==> src/rtl/assembly_source_tokenizer_macros.svh <==
// Assertion macros shared by the tokenizer modules.
`ifndef ASSEMBLY_SOURCE_TOKENIZER_MACROS_SVH
`define ASSEMBLY_SOURCE_TOKENIZER_MACROS_SVH

// The condition must hold at every clock edge outside reset.
`define ASMTOK_ASSERT_ALWAYS(lbl, cond, msg) \
    lbl: assert property (@(posedge i_clk) disable iff (!i_rst_n) (cond)) \
        else $error(msg);

// When the antecedent holds, the consequent must hold in the same cycle.
`define ASMTOK_ASSERT_IMP(lbl, ante, cons, msg) \
    lbl: assert property (@(posedge i_clk) disable iff (!i_rst_n) (ante) |-> (cons)) \
        else $error(msg);

// When the antecedent holds, the consequent must hold in the following cycle.
`define ASMTOK_ASSERT_NEXT(lbl, ante, cons, msg) \
    lbl: assert property (@(posedge i_clk) disable iff (!i_rst_n) (ante) |=> (cons)) \
        else $error(msg);

`endif

==> src/rtl/asmtok_pkg.sv <==
// Shared types and constants of the assembly source tokenizer.
package asmtok_pkg;

    localparam int POSITION_BITS = 16;
    localparam int OUT_DEPTH     = 4;
    localparam int OUT_PTR_W     = $clog2(OUT_DEPTH);

    localparam logic [3:0] K_IDENT   = 4'd0;
    localparam logic [3:0] K_REG     = 4'd1;
    localparam logic [3:0] K_NUM     = 4'd2;
    localparam logic [3:0] K_COLON   = 4'd3;
    localparam logic [3:0] K_COMMA   = 4'd4;
    localparam logic [3:0] K_DOT     = 4'd5;
    localparam logic [3:0] K_NEWLINE = 4'd6;
    localparam logic [3:0] K_END     = 4'd7;
    localparam logic [3:0] K_ERROR   = 4'd8;

    localparam logic [1:0] E_NONE     = 2'd0;
    localparam logic [1:0] E_OVERFLOW = 2'd1;
    localparam logic [1:0] E_BAD_REG  = 2'd2;
    localparam logic [1:0] E_BAD_BYTE = 2'd3;

    typedef struct packed {
        logic [3:0]  kind;
        logic [15:0] value;
        logic [15:0] tok_line;
        logic [15:0] tok_column;
        logic [15:0] ident_start;
        logic [15:0] ident_length;
        logic [1:0]  error_code;
        logic        last;
    } t_token;

    // Tokens produced by one byte: cnt of them, in order tok0 then tok1.
    typedef struct packed {
        logic [1:0] cnt;
        t_token     tok0;
        t_token     tok1;
    } t_step;

endpackage

==> src/rtl/asmtok_core.sv <==
// Tokenizer state and the per-byte scanning logic.
`include "assembly_source_tokenizer_macros.svh"

module asmtok_core import asmtok_pkg::*; (
    input  logic       i_clk,
    input  logic       i_rst_n,
    input  logic       i_fire,
    input  logic [7:0] i_ch,
    output t_step      o_step
);

    localparam logic [3:0] M_IDLE     = 4'd0;
    localparam logic [3:0] M_COMMENT  = 4'd1;
    localparam logic [3:0] M_IDENT    = 4'd2;
    localparam logic [3:0] M_REGV     = 4'd3;
    localparam logic [3:0] M_ZERO     = 4'd4;
    localparam logic [3:0] M_DEC      = 4'd5;
    localparam logic [3:0] M_HEX      = 4'd6;
    localparam logic [3:0] M_DONE     = 4'd7;
    localparam logic [3:0] M_ERR_OVF  = 4'd8;
    localparam logic [3:0] M_ERR_REG  = 4'd9;
    localparam logic [3:0] M_ERR_BYTE = 4'd10;

    localparam int PB = POSITION_BITS;
    localparam int LW = (PB > 16) ? PB : 16;

    localparam logic [7:0] CH_NUL   = 8'h00;
    localparam logic [7:0] CH_LF    = 8'h0A;
    localparam logic [7:0] CH_SEMI  = 8'h3B;
    localparam logic [7:0] CH_COLON = 8'h3A;
    localparam logic [7:0] CH_COMMA = 8'h2C;
    localparam logic [7:0] CH_DOT   = 8'h2E;
    localparam logic [7:0] CH_ZERO  = 8'h30;

    function automatic logic is_dec(input logic [7:0] c);
        return c >= 8'h30 && c <= 8'h39;
    endfunction

    function automatic logic is_alpha(input logic [7:0] c);
        return (c >= 8'h61 && c <= 8'h7A) || (c >= 8'h41 && c <= 8'h5A);
    endfunction

    function automatic logic is_hex(input logic [7:0] c);
        return is_dec(c) || (c >= 8'h61 && c <= 8'h66) || (c >= 8'h41 && c <= 8'h46);
    endfunction

    function automatic logic is_word(input logic [7:0] c);
        return is_alpha(c) || is_dec(c) || c == 8'h5F;
    endfunction

    function automatic logic is_blank(input logic [7:0] c);
        return c == 8'h20 || c == 8'h09 || c == 8'h0B || c == 8'h0C || c == 8'h0D;
    endfunction

    function automatic logic [3:0] hex_val(input logic [7:0] c);
        logic [7:0] d;
        d = 8'h00;
        if (is_dec(c)) begin
            d = c - 8'h30;
        end else if (c >= 8'h61 && c <= 8'h66) begin
            d = c - 8'h57;
        end else if (c >= 8'h41 && c <= 8'h46) begin
            d = c - 8'h37;
        end
        return d[3:0];
    endfunction

    function automatic t_token mk_tok(input logic [3:0] kind, input logic [15:0] value,
                                      input logic [15:0] ln, input logic [15:0] col,
                                      input logic [15:0] istart, input logic [15:0] ilen,
                                      input logic [1:0] err);
        t_token t;
        t.kind         = kind;
        t.value        = value;
        t.tok_line     = ln;
        t.tok_column   = col;
        t.ident_start  = istart;
        t.ident_length = ilen;
        t.error_code   = err;
        t.last         = 1'b0;
        return t;
    endfunction

    logic [3:0]    r_mode, n_mode;
    logic [15:0]   r_acc, n_acc;
    logic [PB-1:0] r_pos, n_pos;
    logic [15:0]   r_line, n_line;
    logic [15:0]   r_col, n_col;
    logic [PB-1:0] r_spos, n_spos;
    logic [15:0]   r_sline, n_sline;
    logic [15:0]   r_scol, n_scol;

    logic          fresh;
    logic          do_cons;
    logic          e1, e2;
    t_token        t1, t2;
    logic [20:0]   acc_new;
    logic [PB-1:0] len;
    logic [LW-1:0] len_w;
    logic [LW-1:0] spos_w;
    logic [15:0]   ilen_sat;

    assign len      = r_pos - r_spos;
    assign len_w    = LW'(len);
    assign spos_w   = LW'(r_spos);
    assign ilen_sat = (len_w > LW'(16'hFFFF)) ? 16'hFFFF : len_w[15:0];

    // Multiply by the base with shifts, then add the digit.
    assign acc_new = ((r_mode == M_HEX) ? {1'b0, r_acc, 4'b0000}
                                        : ({2'b00, r_acc, 3'b000} + {4'b0000, r_acc, 1'b0}))
                     + 21'(hex_val(i_ch));

    always_comb begin
        n_mode  = r_mode;
        n_acc   = r_acc;
        n_pos   = r_pos;
        n_line  = r_line;
        n_col   = r_col;
        n_spos  = r_spos;
        n_sline = r_sline;
        n_scol  = r_scol;
        fresh   = 1'b1;
        do_cons = 1'b0;
        e1      = 1'b0;
        e2      = 1'b0;
        t1      = '0;
        t2      = '0;

        case (r_mode)
            M_ERR_OVF: begin
                e1    = 1'b1;
                t1    = mk_tok(K_ERROR, 16'd0, r_sline, r_scol, 16'd0, 16'd0, E_OVERFLOW);
                fresh = 1'b0;
            end
            M_ERR_REG: begin
                e1    = 1'b1;
                t1    = mk_tok(K_ERROR, 16'd0, r_sline, r_scol, 16'd0, 16'd0, E_BAD_REG);
                fresh = 1'b0;
            end
            M_ERR_BYTE: begin
                e1    = 1'b1;
                t1    = mk_tok(K_ERROR, 16'd0, r_sline, r_scol, 16'd0, 16'd0, E_BAD_BYTE);
                fresh = 1'b0;
            end
            M_DONE: begin
                e1    = 1'b1;
                t1    = mk_tok(K_END, 16'd0, r_sline, r_scol, 16'd0, 16'd0, E_NONE);
                fresh = 1'b0;
            end
            M_COMMENT: begin
                if (i_ch != CH_NUL && i_ch != CH_LF) begin
                    do_cons = 1'b1;
                    fresh   = 1'b0;
                end else begin
                    n_mode = M_IDLE;
                end
            end
            M_IDENT: begin
                if (is_word(i_ch)) begin
                    do_cons = 1'b1;
                    fresh   = 1'b0;
                end else begin
                    e1     = 1'b1;
                    t1     = mk_tok(K_IDENT, 16'd0, r_sline, r_scol, spos_w[15:0],
                                    ilen_sat, E_NONE);
                    n_mode = M_IDLE;
                end
            end
            M_REGV: begin
                e1    = 1'b1;
                fresh = 1'b0;
                if (is_hex(i_ch)) begin
                    t1      = mk_tok(K_REG, {12'd0, hex_val(i_ch)}, r_sline, r_scol,
                                     16'd0, 16'd0, E_NONE);
                    do_cons = 1'b1;
                    n_mode  = M_IDLE;
                end else begin
                    t1     = mk_tok(K_ERROR, 16'd0, r_sline, r_scol, 16'd0, 16'd0, E_BAD_REG);
                    n_mode = M_ERR_REG;
                end
            end
            M_ZERO, M_DEC, M_HEX: begin
                if (r_mode == M_ZERO && (i_ch == 8'h78 || i_ch == 8'h58)) begin
                    do_cons = 1'b1;
                    n_mode  = M_HEX;
                    fresh   = 1'b0;
                end else if ((r_mode == M_HEX) ? is_hex(i_ch) : is_dec(i_ch)) begin
                    fresh = 1'b0;
                    if (acc_new > 21'h00FFFF) begin
                        e1     = 1'b1;
                        t1     = mk_tok(K_ERROR, 16'd0, r_sline, r_scol, 16'd0, 16'd0,
                                        E_OVERFLOW);
                        n_mode = M_ERR_OVF;
                    end else begin
                        do_cons = 1'b1;
                        n_acc   = acc_new[15:0];
                        if (r_mode == M_ZERO) begin
                            n_mode = M_DEC;
                        end
                    end
                end else begin
                    e1     = 1'b1;
                    t1     = mk_tok(K_NUM, r_acc, r_sline, r_scol, 16'd0, 16'd0, E_NONE);
                    n_mode = M_IDLE;
                end
            end
            default: begin
                n_mode = M_IDLE;
            end
        endcase

        // The byte starts a new token; its place is the current counters.
        if (fresh) begin
            n_sline = r_line;
            n_scol  = r_col;
            n_spos  = r_pos;
            if (i_ch == CH_NUL) begin
                e2     = 1'b1;
                t2     = mk_tok(K_END, 16'd0, r_line, r_col, 16'd0, 16'd0, E_NONE);
                n_mode = M_DONE;
            end else if (is_blank(i_ch)) begin
                do_cons = 1'b1;
            end else if (i_ch == CH_SEMI) begin
                do_cons = 1'b1;
                n_mode  = M_COMMENT;
            end else if (i_ch == CH_LF) begin
                e2      = 1'b1;
                t2      = mk_tok(K_NEWLINE, 16'd0, r_line, r_col, 16'd0, 16'd0, E_NONE);
                do_cons = 1'b1;
            end else if (i_ch == 8'h76 || i_ch == 8'h56) begin
                do_cons = 1'b1;
                n_mode  = M_REGV;
            end else if (is_alpha(i_ch) || i_ch == 8'h5F) begin
                do_cons = 1'b1;
                n_mode  = M_IDENT;
            end else if (i_ch == CH_ZERO) begin
                n_acc   = 16'd0;
                do_cons = 1'b1;
                n_mode  = M_ZERO;
            end else if (is_dec(i_ch)) begin
                n_acc   = {12'd0, hex_val(i_ch)};
                do_cons = 1'b1;
                n_mode  = M_DEC;
            end else if (i_ch == CH_COLON) begin
                e2      = 1'b1;
                t2      = mk_tok(K_COLON, 16'd0, r_line, r_col, 16'd0, 16'd0, E_NONE);
                do_cons = 1'b1;
            end else if (i_ch == CH_COMMA) begin
                e2      = 1'b1;
                t2      = mk_tok(K_COMMA, 16'd0, r_line, r_col, 16'd0, 16'd0, E_NONE);
                do_cons = 1'b1;
            end else if (i_ch == CH_DOT) begin
                e2      = 1'b1;
                t2      = mk_tok(K_DOT, 16'd0, r_line, r_col, 16'd0, 16'd0, E_NONE);
                do_cons = 1'b1;
            end else begin
                e2     = 1'b1;
                t2     = mk_tok(K_ERROR, 16'd0, r_line, r_col, 16'd0, 16'd0, E_BAD_BYTE);
                n_mode = M_ERR_BYTE;
            end
        end

        if (do_cons) begin
            n_pos = r_pos + PB'(1);
            if (i_ch == CH_LF) begin
                n_line = (r_line != 16'hFFFF) ? r_line + 16'd1 : r_line;
                n_col  = 16'd1;
            end else begin
                n_col  = (r_col != 16'hFFFF) ? r_col + 16'd1 : r_col;
            end
        end
    end

    always_comb begin
        o_step = '0;
        if (e1 && e2) begin
            o_step.cnt       = 2'd2;
            o_step.tok0      = t1;
            o_step.tok1      = t2;
            o_step.tok1.last = 1'b1;
        end else if (e1 || e2) begin
            o_step.cnt       = 2'd1;
            o_step.tok0      = e1 ? t1 : t2;
            o_step.tok0.last = 1'b1;
        end
    end

    always_ff @(posedge i_clk) begin
        if (!i_rst_n) begin
            r_mode  <= M_IDLE;
            r_acc   <= 16'd0;
            r_pos   <= '0;
            r_line  <= 16'd1;
            r_col   <= 16'd1;
            r_spos  <= '0;
            r_sline <= 16'd1;
            r_scol  <= 16'd1;
        end else if (i_fire) begin
            r_mode  <= n_mode;
            r_acc   <= n_acc;
            r_pos   <= n_pos;
            r_line  <= n_line;
            r_col   <= n_col;
            r_spos  <= n_spos;
            r_sline <= n_sline;
            r_scol  <= n_scol;
        end
    end

    `ASMTOK_ASSERT_IMP(a_pair_closes_token, o_step.cnt == 2'd2, o_step.tok0.kind == K_IDENT || o_step.tok0.kind == K_NUM, "two tokens from one byte must start with a closed identifier or number")
    `ASMTOK_ASSERT_IMP(a_last_on_final, o_step.cnt != 2'd0, (o_step.cnt == 2'd1) ? o_step.tok0.last : (o_step.tok1.last && !o_step.tok0.last), "last flag not on the final token of a byte")
    `ASMTOK_ASSERT_NEXT(a_done_sticks, i_fire && r_mode == M_DONE, r_mode == M_DONE && $stable(r_pos), "end state left or position moved after end")

endmodule

==> src/rtl/asmtok_fifo.sv <==
// Small token queue that takes up to two tokens per cycle and gives one.
`include "assembly_source_tokenizer_macros.svh"

module asmtok_fifo import asmtok_pkg::*; (
    input  logic   i_clk,
    input  logic   i_rst_n,
    input  logic   i_push,
    input  t_step  i_step,
    input  logic   i_pop,
    output logic   o_room,
    output logic   o_valid,
    output t_token o_tok
);

    t_token                 r_mem [OUT_DEPTH];
    logic [OUT_PTR_W-1:0]   r_head, r_tail;
    logic [OUT_PTR_W:0]     r_count;
    logic [1:0]             push_n;
    logic [OUT_PTR_W-1:0]   tail_p1;

    assign push_n  = i_push ? i_step.cnt : 2'd0;
    assign tail_p1 = r_tail + OUT_PTR_W'(1);
    assign o_room  = r_count <= (OUT_PTR_W + 1)'(OUT_DEPTH - 2);
    assign o_valid = r_count != '0;
    assign o_tok   = r_mem[r_head];

    always_ff @(posedge i_clk) begin
        if (push_n != 2'd0) begin
            r_mem[r_tail] <= i_step.tok0;
        end
        if (push_n == 2'd2) begin
            r_mem[tail_p1] <= i_step.tok1;
        end
    end

    always_ff @(posedge i_clk) begin
        if (!i_rst_n) begin
            r_head  <= '0;
            r_tail  <= '0;
            r_count <= '0;
        end else begin
            r_tail  <= r_tail + OUT_PTR_W'(push_n);
            r_count <= r_count + (OUT_PTR_W + 1)'(push_n) - (OUT_PTR_W + 1)'(i_pop);
            if (i_pop) begin
                r_head <= r_head + OUT_PTR_W'(1);
            end
        end
    end

    `ASMTOK_ASSERT_ALWAYS(a_count_bound, r_count <= (OUT_PTR_W + 1)'(OUT_DEPTH), "token queue count above its depth")
    `ASMTOK_ASSERT_IMP(a_push_room, push_n != 2'd0, o_room, "tokens pushed without room for two")

endmodule

==> src/rtl/assembly_source_tokenizer.sv <==
// Top level of the streaming assembly source tokenizer.
// Source bytes enter one beat per cycle on the slave stream and tokens leave on the
// master stream with their line and column; a byte that closes a pending identifier
// or number and also starts a one-byte token gives two token beats, the second with
// tlast set on it (tlast marks the final token of each byte). The byte is held in an
// input register and scanned into a four-entry token queue, so the sustained rate
// is one byte per cycle as long as the output keeps up; bytes that give two tokens
// need a second output beat, and input stalls while fewer than two queue slots are
// free. Errors and the end of source repeat their token on every later byte until
// reset.
module assembly_source_tokenizer import asmtok_pkg::*; (
    input  logic        i_clk,
    input  logic        i_rst_n,
    input  logic        i_s_axis_tvalid,
    output logic        o_s_axis_tready,
    input  logic [7:0]  i_s_axis_tdata,   // [7:0] ch
    output logic        o_m_axis_tvalid,
    input  logic        i_m_axis_tready,
    // [3:0] kind, [19:4] value, [35:20] tok_line, [51:36] tok_column,
    // [67:52] ident_start, [83:68] ident_length, [85:84] error_code, [87:86] zero
    output logic [87:0] o_m_axis_tdata,
    output logic        o_m_axis_tlast
);

    logic       r_in_valid;
    logic [7:0] r_ch;
    logic       room;
    logic       fire;
    t_step      step;
    t_token     tok;

    assign fire            = r_in_valid && room;
    assign o_s_axis_tready = !r_in_valid || fire;

    always_ff @(posedge i_clk) begin
        if (!i_rst_n) begin
            r_in_valid <= 1'b0;
        end else if (o_s_axis_tready) begin
            r_in_valid <= i_s_axis_tvalid;
        end
    end

    always_ff @(posedge i_clk) begin
        if (o_s_axis_tready && i_s_axis_tvalid) begin
            r_ch <= i_s_axis_tdata;
        end
    end

    asmtok_core u_core (
        .i_clk   (i_clk),
        .i_rst_n (i_rst_n),
        .i_fire  (fire),
        .i_ch    (r_ch),
        .o_step  (step)
    );

    asmtok_fifo u_fifo (
        .i_clk   (i_clk),
        .i_rst_n (i_rst_n),
        .i_push  (fire),
        .i_step  (step),
        .i_pop   (o_m_axis_tvalid && i_m_axis_tready),
        .o_room  (room),
        .o_valid (o_m_axis_tvalid),
        .o_tok   (tok)
    );

    assign o_m_axis_tdata = {2'b00, tok.error_code, tok.ident_length, tok.ident_start,
                             tok.tok_column, tok.tok_line, tok.value, tok.kind};
    assign o_m_axis_tlast = tok.last;

endmodule

==> config.mk <==
export PLATFORM = sky130hd
export DESIGN_NAME = assembly_source_tokenizer
export DESIGN_NICKNAME = d
export VERILOG_FILES = /design/src/rtl/asmtok_pkg.sv /design/src/rtl/asmtok_core.sv /design/src/rtl/asmtok_fifo.sv /design/src/rtl/assembly_source_tokenizer.sv
export VERILOG_INCLUDE_DIRS = /design/src /design/src/rtl
export SDC_FILE = /design/constraint.sdc
export NUM_CORES = 1
export LEC_CHECK = 0
export BUFFER_PORTS_ARGS = -buffer_cell sky130_fd_sc_hd__buf_4
export CORE_MARGIN = 2
export CORE_UTILIZATION = 56
export DETAILED_ROUTE_END_ITERATION = 6
export PLACE_DENSITY = 0.76
export SLEW_MARGIN = 25
export SYNTH_ARGS = -nofsm -noshare
export SYNTH_HDL_FRONTEND = slang
export SYNTH_SLANG_ARGS = --single-unit
export TNS_END_PERCENT = 20
==> constraint.sdc <==
create_clock -name i_clk -period 6.9 [get_ports i_clk]
set_input_delay 1.725 -clock i_clk [delete_from_list [all_inputs] [get_ports i_clk]]
set_output_delay 1.725 -clock i_clk [all_outputs]
set_load 0.02 [all_outputs]
==> Word-level counts from Yosys, hierarchy flattened <==
Memory sizes are Yosys's and may differ from the RTL's. A register that Yosys moved wholly into a read port is not among the register bits.
Index checks and enable logic that the tools add are counted.
{ "totals": {"ram_bits": 348, "in_bits": 12, "out_inout_bits": 91, "reg_bits": 132, "word_cells": 214, "mem_count": 1} }
{ "classes": {"reduce_logical": 38, "n_addsub": 14, "n_mux": 107, "n_eq_ne": 30, "magnitude_cmp": 11} }
{ "mem_list": {"columns": ["memory", "depth", "word_bits", "rd", "rd_clocked_by_memory_dff", "wr", "line", "rtl"], "rows": [
  ["u_fifo.r_mem", 4, 87, 1, 1, 2, "asmtok_fifo.sv:15", "t_token r_mem [OUT_DEPTH];"]
]} }
{ "ops": {"columns": ["op", "n"], "rows": [
  ["87-bit two-way mux", 18],
  ["87-bit case mux with 7 select lines", 1],
  ["16-bit two-way mux", 16],
  ["89-bit two-way mux", 1],
  ["4-bit two-way mux", 22],
  ["88-bit two-way mux", 1],
  ["67-bit two-way mux", 1],
  ["16-bit by 1-bit adder with 16-bit output (second input constant)", 3],
  ["8-bit by 6-bit == test with 1-bit output (second input constant)", 6],
  ["8-bit by 4-bit == test with 1-bit output (second input constant)", 5],
  ["8-bit by 7-bit == test with 1-bit output (second input constant)", 5],
  ["1-bit two-way mux", 39],
  ["8-bit by 7-bit less-or-equal comparator with 1-bit output (second input constant)", 4],
  ["16-bit != test (second input constant)", 2],
  ["21-bit by 4-bit adder with 21-bit output", 1],
  ["21-bit by 16-bit greater-than comparator with 1-bit output (second input constant)", 1],
  ["21-bit two-way mux", 1],
  ["19-bit by 17-bit adder with 20-bit output", 1],
  ["4-bit case mux with 5 select lines", 1],
  ["4-bit by 3-bit == test with 1-bit output (second input constant)", 4],
  ["8-bit by 7-bit >= comparator with 1-bit output (second input constant)", 2],
  ["16-bit greater-than comparator (second input constant)", 1],
  ["16-bit subtractor", 1],
  ["1-bit logical OR", 14],
  ["29 further kinds", 49]
]} }

==> Logic depth before layout (Yosys ltp) <==
{ "depth": {"word_depth": 24, "ltp_mapped": 32, "depth_no_buf": 28} }

==> Hierarchy <==
Synthesis repeated with hierarchy kept, for this count alone.
{ "hier_totals": {"cells_unflattened": 2265, "hier_area_um2": 27114.8} }
{ "modules_own_cells": {"columns": ["module", "seq_area_each_um2", "cells_per_inst", "instances", "area_per_inst_um2"], "rows": [
  ["asmtok_fifo", 10630.2, 898, 1, 17254.0],
  ["asmtok_core", 2322.2, 1349, 1, 9530.4],
  ["assembly_source_tokenizer", 260.2, 18, 1, 330.3]
]} }

==> Worst setup path before layout <==
No wires, ideal clock.
{ "synth_timing": {"path_type": "reg-to-reg", "start": "reg r_ch[0]", "end": "mem u_fifo.r_mem[1][0] (netlist name), enable pin", "setup_ns": 0.393, "path_buffers": 5, "synth_period_minus_slack_ns": 6.783, "t_required_ns": 6.507, "arrival_time_ns": 6.389, "slack_ns": 0.117, "stages_incl_launch_ff": 31, "cell_sequence": "edfxtp_1 inv_1 ha_1 clkbuf_1 nor4b_1 nor4_1 and2_1 clkbuf_1 nand2_1 o21ai_0 inv_1 fa_1 nor2b_1 o21a_1 o211a_1 nand4_1 o21ai_0 nor4_4 o211ai_2 nand2_1 nand2b_1 ha_1 clkbuf_1 nand2_1 nand2_1 nand2_1 nor2_1 nor2_1 clkbuf_1 clkbuf_1 inv_1"} }
{ "synth_lines": {"columns": ["item", "line", "rtl"], "rows": [
  ["start: declaration", "assembly_source_tokenizer.sv:26", "logic [7:0] r_ch;"],
  ["start signal: assignment", "assembly_source_tokenizer.sv:45", "r_ch <= i_s_axis_tdata;"],
  ["end: declaration", "asmtok_fifo.sv:15", null]
]} }

==> flow_metrics.env <==
export IMPL_ys_seq_area_frac=0.496
export IMPL_gp_congestion=0.939
export IMPL_die_x_um=206
export IMPL_cts_sinks=482
export IMPL_cts_tree="built"
export IMPL_synth_cells=2155
export IMPL_async_flop_share=0
export IMPL_grt_pass1_wl_um=96800
export IMPL_rr_worst_depth=26
export IMPL_htreeDepth=2
export IMPL_fin_skew_ns=0.0209
export IMPL_dieArea_mm2=0.0423
export IMPL_leakagePower_nw=9.00
export IMPL_layout_cells_most_common_list="dfxtp_1 (316), nand2_1 (249), a22o_1 (174)"
export IMPL_max_freq_mhz=155
export IMPL_grt_max_degree=57
export IMPL_n_fill_cell=2960
export IMPL_powerDensity_mw_per_mm2=287
export IMPL_synth_enable_flop_cells=164
export IMPL_syn_area_per_cell_um2=10.6
export IMPL_dp_cells=2672
export IMPL_rsz0062_at_grt="no"
export IMPL_vdd_ir_drop_max_v=0.000206
export IMPL_dpl_hpwl_um=37600
export IMPL_wl_per_cell_um=22.3
export IMPL_grt_antenna_before_repair=0
export IMPL_drive_gt1_frac=0.169
export IMPL_synth_area_leaders="dfxtp_1 (28%), edfxtp_1 (22%), mux4_2 (8.6%), a22o_1 (6.7%), o22ai_1 (4.1%)"
export IMPL_finalHoldViolations=0
export IMPL_syn_area_mm2=0.0228
export IMPL_io_pins=103
export IMPL_wl_um=61800
export IMPL_dr_pass1_iters=7
export IMPL_slew_headroom=0.309
export IMPL_top_usage_layer="met2"
export IMPL_io_buffers=100
export IMPL_synthAdderAreaFrac=0.0283
export IMPL_fin_crit_sh=0.933
export IMPL_crit_end="u_fifo.r_mem[0][66]$_DFFE_PP_"
export IMPL_drtIter0Drc=1741
export IMPL_die_y_um=206
export IMPL_ff2ff_setup_slack_ns=0.46
export IMPL_status="complete, no violations"
export IMPL_gr_usage_met3=0.0572
export IMPL_worstSkewPairLatency_ns=0.60
export IMPL_core_mm2=0.0399
export IMPL_cts_buffers=50
export IMPL_crit_fanout=39
export IMPL_critPathLaunchType="register"
export IMPL_timing_rr_start="r_ch[0]$_DFFE_PP_"
export IMPL_synth_top_family_by_area="compound AO/OA/AOI/OAI gates"
export IMPL_routed_via_density=6.66
export IMPL_overflow=0
export IMPL_initial_utilization=0.570
export IMPL_slew_violations=0
export IMPL_yosysTopAreaCell="dfxtp_1"
export IMPL_finalCriticalPeriod_ns=6.44
export IMPL_syn2layout_area_growth_pct=13.6
export IMPL_clkTransAtPathRegs_ns=0.06
export IMPL_dominantRegCellSynth="dfxtp_1"
export IMPL_final_common_cell="dfxtp_1"
export IMPL_drtAntennaViolNets=0
export IMPL_cp_required_ns=7.17
export IMPL_diodes=0
export IMPL_synth_simple_gate_area_frac=0.118
export IMPL_synth_top_area_share=0.280
export IMPL_synthMuxAreaShare=0.0933
export IMPL_hold_path_class="reg2reg"
export IMPL_netlist_cell_type_count=82
export IMPL_track_usage=0.291
export IMPL_startpoint="r_ch[0]$_DFFE_PP_"
export IMPL_worstPathArrival_ns=6.71
export IMPL_rows=73
export IMPL_use_met2=0.480
export IMPL_instances_no_fill=2766
export IMPL_final_util=0.648
export IMPL_dr_total_vias=18420
export IMPL_synth_xor_area_frac=0.0158
export IMPL_crit_path_end_kind="register"
export IMPL_root_buffer="clkbuf_16"
export IMPL_finalSetupViolCount=0
export IMPL_drcViolationCount=0
export IMPL_grt_pass1_vias=18058
export IMPL_num_nets_final=2262
export IMPL_ys_warn_count=0
export IMPL_met1_usage=0.381
export IMPL_worst_pin_slew_ns=1.03
export IMPL_synth_seq_cells=482
export IMPL_synth_compound_area_frac=0.208
export IMPL_cap_violations=0
export IMPL_fin_setup_tns_ns=0
export IMPL_critPathKind="reg2reg"
export IMPL_cts_max_path_buffers=3
export IMPL_r2r_end="u_fifo.r_mem[0][66]$_DFFE_PP_"
[layer usage]
| metal | wire [um] | vias to the layer above |
|---|---|---|
| met1 | 24600 | 9059 |
| li1 | - | 8323 |
| met5 | 0 | - |
| met4 | 1630 | 0 |
| met3 | 5590 | 139 |
| met2 | 29900 | 899 |
[worst min path at each step]
stage / to / cells after the start / from
final: u_fifo.r_mem[3][3]$_SDFFE_PP0P_ / 2 / u_fifo.r_mem[3][3]$_SDFFE_PP0P_
after global routing: u_core.r_scol[3]$_SDFFE_PN0P_ / 2 / u_core.r_scol[3]$_SDFFE_PN0P_
after CTS: u_fifo.r_mem[3][3]$_SDFFE_PP0P_ / 2 / u_fifo.r_mem[3][3]$_SDFFE_PP0P_
after detailed placement: u_fifo.r_mem[3][3]$_SDFFE_PP0P_ / 2 / u_fifo.r_mem[3][3]$_SDFFE_PP0P_
after global placement: u_fifo.r_mem[1][3]$_SDFFE_PP0P_ / 2 / u_fifo.r_mem[1][3]$_SDFFE_PP0P_
after floorplan: u_fifo.r_mem[1][3]$_SDFFE_PP0P_ / 2 / u_fifo.r_mem[1][3]$_SDFFE_PP0P_
[Yosys cell counts (23+ instances only)]
cell type	n
nand3_1	54
xnor2_1	31
inv_1	74
nand2_1	249
edfxtp_1	164
a21oi_1	121
o31ai_1	23
ha_1	45
mux4_2	87
nor3_1	31
nor2_1	105
o22ai_1	150
o21ai_0	49
a22o_1	174
dfxtp_1	318
clkbuf_1	136
[area by class of cell]
cell class	count	area (um^2)	area share
multi-input combinational	1437	10700	0.412
clock buffer	72	1460	0.0563
timing repair buffer	156	1300	0.0504
tap	525	657	0.0254
sequential	482	11300	0.437
clock inverter	20	216	0.00837
inverter	74	279	0.0108
[through the flow]
stage          hold slack [ns]  power [mW]  setup WS [ns]  instance area (um^2)
2_1_floorplan            0.420        4.18          0.117                 22800
3_3_place_gp             0.435        4.73          0.381                 24100
3_5_place_dp             0.436        4.75          0.215                 24200
4_1_cts                  0.451        7.44          0.163                 25800
5_1_grt                  0.477        7.68         0.0586                 25900
6_report                 0.452        7.43          0.461                 25900
[sequential cells by signal, indices dropped and copies added, names as in the netlist, named ones only]
register	cells
r_in_valid	1
u_core.r_scol	16
r_ch	8
u_core.r_col	16
u_core.r_line	16
u_core.r_spos	16
u_fifo.r_mem	348
u_core.r_pos	16
u_fifo.r_tail	2
u_core.r_sline	16
u_fifo.r_head	2
u_fifo.r_count	3
u_core.r_acc	16
u_core.r_mode	4
[worst max-delay path, stage by stage, from the launching register on]
cell and delay [ns]:
edfxtp_1 0.49, inv_1 0.14, ha_2 0.27, nor4b_2 0.18
nor4_1 0.35, and2_1 0.30, nand2_1 0.07, o21ai_0 0.23
inv_1 0.10, fa_1 0.47, nor2b_1 0.13, o21a_1 0.18
o211a_1 0.23, nand4_1 0.26, o21ai_2 0.26, nor4_4 0.07
o211ai_2 0.28, nand2_1 0.24, nand2b_1 0.16, ha_2 0.27
nand2_1 0.21, nor2_1 0.28, and3_1 0.27, nor2_4 0.07
buf_4 0.20, inv_1 0.11, buf_12 0.27
[cells by family (layout without fill, tap and decap cells)]
| family | after synthesis | after routing |
|---|---|---|
| AOI/OAI and AO/OA | 667 | 667 |
| xor gates and xnor gates | 41 | 41 |
| adders and majority gates | 49 | 49 |
| buffers and inverters | 237 | 322 |
| DFF | 482 | 482 |
| muxes | 103 | 103 |
| other | 1 | 2 |
| and+or+nand+nor | 575 | 575 |
[timing repair]
item,CTS,global route
resized for setup,0,8
setup endpoints to repair,0,497
hold buffers,0,0
setup buffers,0,2
[power by group]
part,total (mW),internal (mW),switching (mW)
clock network,2.72,1.59,1.13
registers,3.18,3.05,0.127
logic,1.54,0.561,0.975
Power figures use the tool's default switching activity.
